==> config.mk <==
export PLATFORM = sky130hd
export DESIGN_NAME = top_k_ranked_table_unit
export DESIGN_NICKNAME = d
export VERILOG_FILES = /design/src/rtl/tkrt_pkg.sv /design/src/rtl/top_k_ranked_table_unit.sv
export SDC_FILE = /design/constraint.sdc
export NUM_CORES = 1
export LEC_CHECK = 0
export BUFFER_PORTS_ARGS = -buffer_cell sky130_fd_sc_hd__buf_2
export CAP_MARGIN = 30
export CORE_UTILIZATION = 46
export DETAILED_ROUTE_END_ITERATION = 8
export SKIP_CTS_REPAIR_TIMING = 1
export SYNTH_ARGS = -nofsm -noshare
export SYNTH_HDL_FRONTEND = slang
export SYNTH_SLANG_ARGS = --single-unit
==> constraint.sdc <==
create_clock -name clk -period 8.1 [get_ports clk]
set_clock_uncertainty 0.2 [all_clocks]
set_input_delay 1.62 -clock clk [delete_from_list [all_inputs] [get_ports clk]]
set_output_delay 1.62 -clock clk [all_outputs]
set_load 0.1 [all_outputs]
==> src/rtl/tkrt_pkg.sv <==
`timescale 1ns / 1ps
// ----------------------------------------------------------------------------
// tkrt_pkg
// Types, constants and helpers shared by the top-k ranked table.
// ----------------------------------------------------------------------------
package tkrt_pkg;

	localparam int ENTRIES = 10;
	localparam int IDX_W   = (ENTRIES > 1) ? $clog2(ENTRIES) : 1;

	localparam logic [7:0] LETTER_A = 8'h41;
	localparam logic [7:0] LETTER_Z = 8'h5A;
	localparam logic [7:0] LOWER_A  = 8'h61;
	localparam logic [7:0] LOWER_Z  = 8'h7A;
	localparam logic [23:0] TAG_AAA = {LETTER_A, LETTER_A, LETTER_A};

	localparam logic MODE_SUBMIT = 1'b0;
	localparam logic MODE_READ   = 1'b1;

	typedef struct packed {
		logic               mode;
		logic [7:0]         letter_first;
		logic [7:0]         letter_second;
		logic [7:0]         letter_third;
		logic signed [31:0] new_score;
		logic [3:0]         read_rank;
	} req_t;

	typedef struct packed {
		logic        accepted;
		logic        read_ok;
		logic [7:0]  tag_first;
		logic [7:0]  tag_second;
		logic [7:0]  tag_third;
		logic [30:0] entry_score;
	} resp_t;

	typedef struct packed {
		logic [23:0] tag;
		logic [30:0] score;
	} entry_t;

	localparam entry_t RESET_ENTRY = '{tag: TAG_AAA, score: 31'd0};

	function automatic logic [7:0] norm_letter(input logic [7:0] raw);
		logic [7:0] c;
		c = raw;
		if (c >= LOWER_A && c <= LOWER_Z) begin
			c = c - LOWER_A + LETTER_A;
		end
		if (c < LETTER_A || c > LETTER_Z) begin
			c = LETTER_A;
		end
		return c;
	endfunction

endpackage

==> src/rtl/top_k_ranked_table_unit.sv <==
`timescale 1ns / 1ps
// ----------------------------------------------------------------------------
// top_k_ranked_table_unit
// Score table of ENTRIES tagged entries kept sorted from high to low.
// ----------------------------------------------------------------------------
// Usage: a request on req_* either submits a tag and score (mode 0) or reads
// the entry at a rank (mode 1). Every request gives exactly one response on
// resp_*, in order. A request is taken only while the unit is idle.
// Flow: a read fetches its entry from the table memory (S_RD), then goes to
// S_FIN; an out-of-range read or a zero or negative submit goes straight to
// S_FIN, and a submit that does not beat the lowest entry ends after S_LOW.
// An accepted submit walks the table upward from the lowest entry, one memory
// read and one write per cycle, moving lower entries down (S_WALK, S_PLACE).
// A new request is taken only once the last one has moved its response to
// the output register, so the unit handles one request at a time.
// Reset: the table reads as tag AAA with score zero; per-entry valid flops
// are cleared at once, so no clearing pass is needed.
// Stall: the response sits in an output register; a new request is taken
// while it waits, and the unit holds its next response until resp_ready.
// ----------------------------------------------------------------------------
module top_k_ranked_table_unit (
	input  logic           clk,
	input  logic           arst_n,
	input  logic           req_valid,
	output logic           req_ready,
	input  tkrt_pkg::req_t req_data,
	output logic           resp_valid,
	input  logic           resp_ready,
	output tkrt_pkg::resp_t resp_data
);
	import tkrt_pkg::*;

	localparam logic [2:0] S_IDLE  = 3'd0;
	localparam logic [2:0] S_LOW   = 3'd1;
	localparam logic [2:0] S_WALK  = 3'd2;
	localparam logic [2:0] S_PLACE = 3'd3;
	localparam logic [2:0] S_RD    = 3'd4;
	localparam logic [2:0] S_FIN   = 3'd5;

	localparam logic [IDX_W-1:0] LAST_IDX = IDX_W'(ENTRIES - 1);

	logic [2:0]       state_q, state_d;
	entry_t           cur_q, cur_d;
	logic [IDX_W-1:0] pos_q, pos_d;
	resp_t            res_q, res_d;

	entry_t           mem [ENTRIES];
	logic [ENTRIES-1:0] valid_q;
	entry_t           rd_q;
	logic             rd_vld_q;
	entry_t           rd_eff;

	logic             rd_en, wr_en;
	logic [IDX_W-1:0] rd_addr, wr_addr;
	entry_t           wr_data;

	logic             accept;
	logic             positive;
	logic [31:0]      rank_ext;
	logic             rank_ok;
	logic             out_free;

	assign req_ready = (state_q == S_IDLE);
	assign accept    = req_valid && req_ready;
	assign positive  = !req_data.new_score[31] && (req_data.new_score != 32'sd0);
	assign rank_ext  = 32'(req_data.read_rank);
	assign rank_ok   = (rank_ext < 32'(ENTRIES));
	assign out_free  = !resp_valid || resp_ready;
	assign rd_eff    = rd_vld_q ? rd_q : RESET_ENTRY;

	always_comb begin
		state_d = state_q;
		cur_d   = cur_q;
		pos_d   = pos_q;
		res_d   = res_q;
		rd_en   = 1'b0;
		rd_addr = '0;
		wr_en   = 1'b0;
		wr_addr = pos_q;
		wr_data = cur_q;
		case (state_q)
			S_IDLE: begin
				if (accept) begin
					res_d   = '0;
					cur_d.tag = {norm_letter(req_data.letter_first),
						norm_letter(req_data.letter_second),
						norm_letter(req_data.letter_third)};
					cur_d.score = req_data.new_score[30:0];
					if (req_data.mode == MODE_SUBMIT) begin
						if (positive) begin
							rd_en   = 1'b1;
							rd_addr = LAST_IDX;
							state_d = S_LOW;
						end else begin
							state_d = S_FIN;
						end
					end else if (rank_ok) begin
						rd_en   = 1'b1;
						rd_addr = rank_ext[IDX_W-1:0];
						state_d = S_RD;
					end else begin
						state_d = S_FIN;
					end
				end
			end
			S_LOW: begin
				if (cur_q.score > rd_eff.score) begin
					res_d.accepted = 1'b1;
					rd_en   = 1'b1;
					rd_addr = LAST_IDX - IDX_W'(1);
					pos_d   = LAST_IDX;
					state_d = S_WALK;
				end else begin
					state_d = S_FIN;
				end
			end
			S_WALK: begin
				// rd_eff holds the entry just above pos_q
				wr_en   = 1'b1;
				wr_addr = pos_q;
				if (rd_eff.score < cur_q.score) begin
					wr_data = rd_eff;
					pos_d   = pos_q - IDX_W'(1);
					if (pos_q == IDX_W'(1)) begin
						state_d = S_PLACE;
					end else begin
						rd_en   = 1'b1;
						rd_addr = pos_q - IDX_W'(2);
					end
				end else begin
					wr_data = cur_q;
					state_d = S_FIN;
				end
			end
			S_PLACE: begin
				wr_en   = 1'b1;
				wr_addr = pos_q;
				wr_data = cur_q;
				state_d = S_FIN;
			end
			S_RD: begin
				res_d.read_ok     = 1'b1;
				res_d.tag_first   = rd_eff.tag[23:16];
				res_d.tag_second  = rd_eff.tag[15:8];
				res_d.tag_third   = rd_eff.tag[7:0];
				res_d.entry_score = rd_eff.score;
				state_d = S_FIN;
			end
			S_FIN: begin
				if (out_free) begin
					state_d = S_IDLE;
				end
			end
			default: begin
				state_d = S_IDLE;
			end
		endcase
	end

	// table memory, one read and one write port, registered read
	always_ff @(posedge clk) begin
		if (wr_en) begin
			mem[wr_addr] <= wr_data;
		end
		if (rd_en) begin
			rd_q     <= mem[rd_addr];
			rd_vld_q <= valid_q[rd_addr];
		end
	end

	always_ff @(posedge clk or negedge arst_n) begin
		if (!arst_n) begin
			state_q    <= S_IDLE;
			valid_q    <= '0;
			resp_valid <= 1'b0;
		end else begin
			state_q <= state_d;
			if (wr_en) begin
				valid_q[wr_addr] <= 1'b1;
			end
			if (state_q == S_FIN && out_free) begin
				resp_valid <= 1'b1;
			end else if (resp_ready) begin
				resp_valid <= 1'b0;
			end
		end
	end

	always_ff @(posedge clk) begin
		cur_q <= cur_d;
		pos_q <= pos_d;
		res_q <= res_d;
		if (state_q == S_FIN && out_free) begin
			resp_data <= res_q;
		end
	end

endmodule

==> summary.md <==
| Metric | Value |
|---|---|
| Crit. End Element | `register` |
| Overflow after GRT | `0` |
| Share of post-route cells with drive strength above 1 | `approximately 14%` |
| Routed WL per cell | `23.6 um` |
| Register area share after synthesis | `75.9%` |
| Post-route clock period utilization | `roughly 70%` |
| R2R setup slack | `2.29 ns` |
| CP Launch Type | `register` |
| Crit path max fanout | `45` |
| Die Wd | `263 um` |
| Global-route wire length before repair | `~120 mm` |
| Final Max Tran Viols | `0` |
| Highest routed metal layer | `met4` |
| Synth Area in XOR/XNOR | `0.0280%` |
| Clk_lat worst skew | `0.64 ns` |
| CTS H-tree lvls | `3` |
| FF+latch count, synth | `793` |
| Placer Congestion | `0.876` |
| Area fraction in and, or, nand and nor cells after synthesis | `between 10% and 20%` |
| Main combinational cell family by area after synthesis | `simple AND/OR/NAND/NOR gates` |
| Die span in y | `roughly 260 um` |
| FMAX | `172 MHz` |
| Synth Area in Compound Gates | `6.75%` |
| Slew HR | `25.5%` |
| Minimum clock period | `5.81 ns` |
| Setup TNS | `0 ns` |
| Nets | `2491` |
| Met3 wirelength from detailed routing | `4.93 mm` |
| Hold Crit Class | `register to register` |
| Reg2Reg Launch Point | `rd_vld_q` |
| Area share of the largest cell type after synthesis | `74.7%` |
| Final hold violations | `0` |
| Clock root buffer | `clkbuf_16` |
| Post-synthesis cell type count | `62` |
| Max-cap viol count | `0` |
| Final Setup Violations | `0` |
| Synth area leader | `edfxtp_1` |
| Site row count | `95` |
| Crit Path Class | `register to register` |
| Worst slew pin tran | `1.11 ns` |
| Mux cell area share after synthesis | `1.92%` |
| Hold path start | `res_q[40]` |
| Status | `finished clean` |
| Cell Pwr Density | `~350 nW/um2` |
| CP required | `8.27 ns` |
| Global Route Usage Sum | `22.9%` |
| Reg clk slew, reported paths | `0.06 ns` |
| Prevailing post-synth register cell | `edfxtp_1` |
| Post-Synth Adder-Cell Area | `1.56%` |
| Endpoint, Worst Hold | `resp_data[40]` |
| CTS Buf Count | `80` |
| Arr. time, crit path | `5.99 ns` |
| RSZ-0062 raised after global routing | `false` |
| IO Count | `124` |
| WL final | `roughly 80 mm` |
| Post-DP HPWL | `about 44 mm` |
| Leak | `approximately 13 nW` |
| DIE AREA | `69100 um2` |
| CTS Buffer Depth | `3` |
| Met1 wire length | `33.0 mm` |
| Post-Syn Instances | `2220` |
| Post-synth EDFFs | `779` |
| Initial antenna violation count | `0` |
| CTS tree | `done` |
| Top post-synthesis cells by area | `edfxtp_1 (75%), nand2_1 (6.0%), mux2i_1 (1.9%)` |
| Vias per cell | `5.66` |
| DR pass1 iterations | `7` |
| Asr flop ratio synth | `1.77%` |
| CORE AREA | `between 60000 and 70000 um2` |
| Filler cells | `5479` |
| # DRC | `0` |
| Most frequent cell after synthesis | `edfxtp_1` |
| Drt first-iter violations | `1849` |
| Final Instance Area | `35800 um2` |
| Initial core utilization | `46.5%` |
| DR vias | `18800` |
| Worst reg2reg endpoint | `rd_vld_q` |
| DR WL met2 | `approximately 38 mm` |
| Vias in the first global route | `18700` |
| Area Growth Syn to Fin | `14.3%` |
| Syn Area/Cell | `14.1 um2` |
| WHS | `0.217 ns` |
| CTS sink count | `793` |
| Largest net degree at the start of global routing | `73` |
| DP Area | `33100 um2` |
| Worst ir drop on vdd | `about 220 uV` |
| Input/output buffers | `123` |
| Synthesis Warnings | `0` |
| Syn Std Cell Area | `about 31000 um2` |
| Detail Route Antenna Nets | `0` |
| Hold path depth | `0` |
| Worst r2r path cells | `12` |
| Synth cell count leaders | `edfxtp_1 (779), nand2_1 (501), o21ai_0 (110)` |
| Diode count | `0` |
[placed cells by master (no fill, tap or decap), drive strengths merged, types with 7 or more instances in the layout]
cell type,n
dfrtp,14
edfxtp,779
nor4,12
and2,13
conb,9
o21ai,116
or2,12
a31oi,48
mux2i,59
buf,177
a22oi,32
nand3,100
clkbuf,113
nor2,86
nor3,13
a21oi,57
clkinv,31
ha,39
and4,32
nand4,7
nor2b,8
a32oi,23
o21a,24
nand2,502
inv,86
[worst max-delay path, cell delays in order (launching register included)]
cell      delay, ns
edfxtp_1       0.76
buf_4          0.51
nand2_1        0.19
inv_1          0.10
ha_1           0.18
nand4_1        0.26
or4_4          0.66
a311oi_4       0.56
o41a_2         0.82
buf_4          0.61
mux2i_1        0.24
o32ai_1        0.10
o31a_1         0.32
[cell families (layout without fill, tap and decap cells)]
kind of cell               Yosys count  count (layout)
buffers and inverters              194             413
xor gates and xnor gates             1               1
and+or+nand+nor                    801             801
adders and majority gates           39              39
AOI/OAI and AO/OA                  330             330
muxes                               60              60
other                                2               9
DFF                                793             793
[worst max path at each step]
stage | to | cells after the start | startpoint
6_report | rd_vld_q | 12 | rd_vld_q
3_5_place_dp | rd_q[32] | 10 | req_data[10]
3_3_place_gp | rd_q[43] | 10 | req_data[10]
5_1_grt | rd_vld_q | 12 | rd_vld_q
2_1_floorplan | rd_q[0] | 4 | state_q[0]
4_1_cts | rd_vld_q | 12 | rd_vld_q
[final cells by class]
type	instances	area, um2	share of cell area, %
Tap cell	873	1090	3.05
Timing Repair Buffer	189	1240	3.47
Clock inverter	40	399	1.12
Sequential cell	793	23700	66.4
Inverter	83	312	0.871
Clock buffer	101	2080	5.82
Multi-Input combinational cell	1240	6900	19.3
[metal layers]
layer,vias to the layer above,track usage (%)
li1,8501,-
met1,9460,31.0
met2,672,38.2
met3,139,3.20
met4,0,7.54
met5,-,0
[metrics by stage]
| stage | total power [W] | utilization (%) | setup WS [ns] | instances |
|---|---|---|---|---|
| floorplan | 0.00794 | - | 0.221 | 2227 |
| global placement | 0.00894 | 48.9 | 2.19 | 3148 |
| detailed placement | 0.00903 | 49.2 | 2.04 | 3162 |
| CTS | 0.0125 | 52.9 | 2.35 | 3303 |
| global route | 0.0130 | 53.2 | 2.11 | 3319 |
| finish | 0.0125 | 53.2 | 2.29 | 3319 |
[report_power, final]
group	switching, W	internal (W)	total [W]
combinational	0.00251	0.000789	0.00330
clock	0.00155	0.00197	0.00352
sequential	0.000212	0.00548	0.00569
[registers in the layout, summed over array words and instances, names as in the netlist]
| register | count |
|---|---|
| mem | 550 |
| res_q | 57 |
| resp_data | 57 |
| cur_q | 55 |
| rd_q | 55 |
| valid_q | 10 |
| pos_q | 4 |
| state_q | 3 |
| rd_vld_q | 1 |
| resp_valid | 1 |
(Power assumes the default switching activity.)
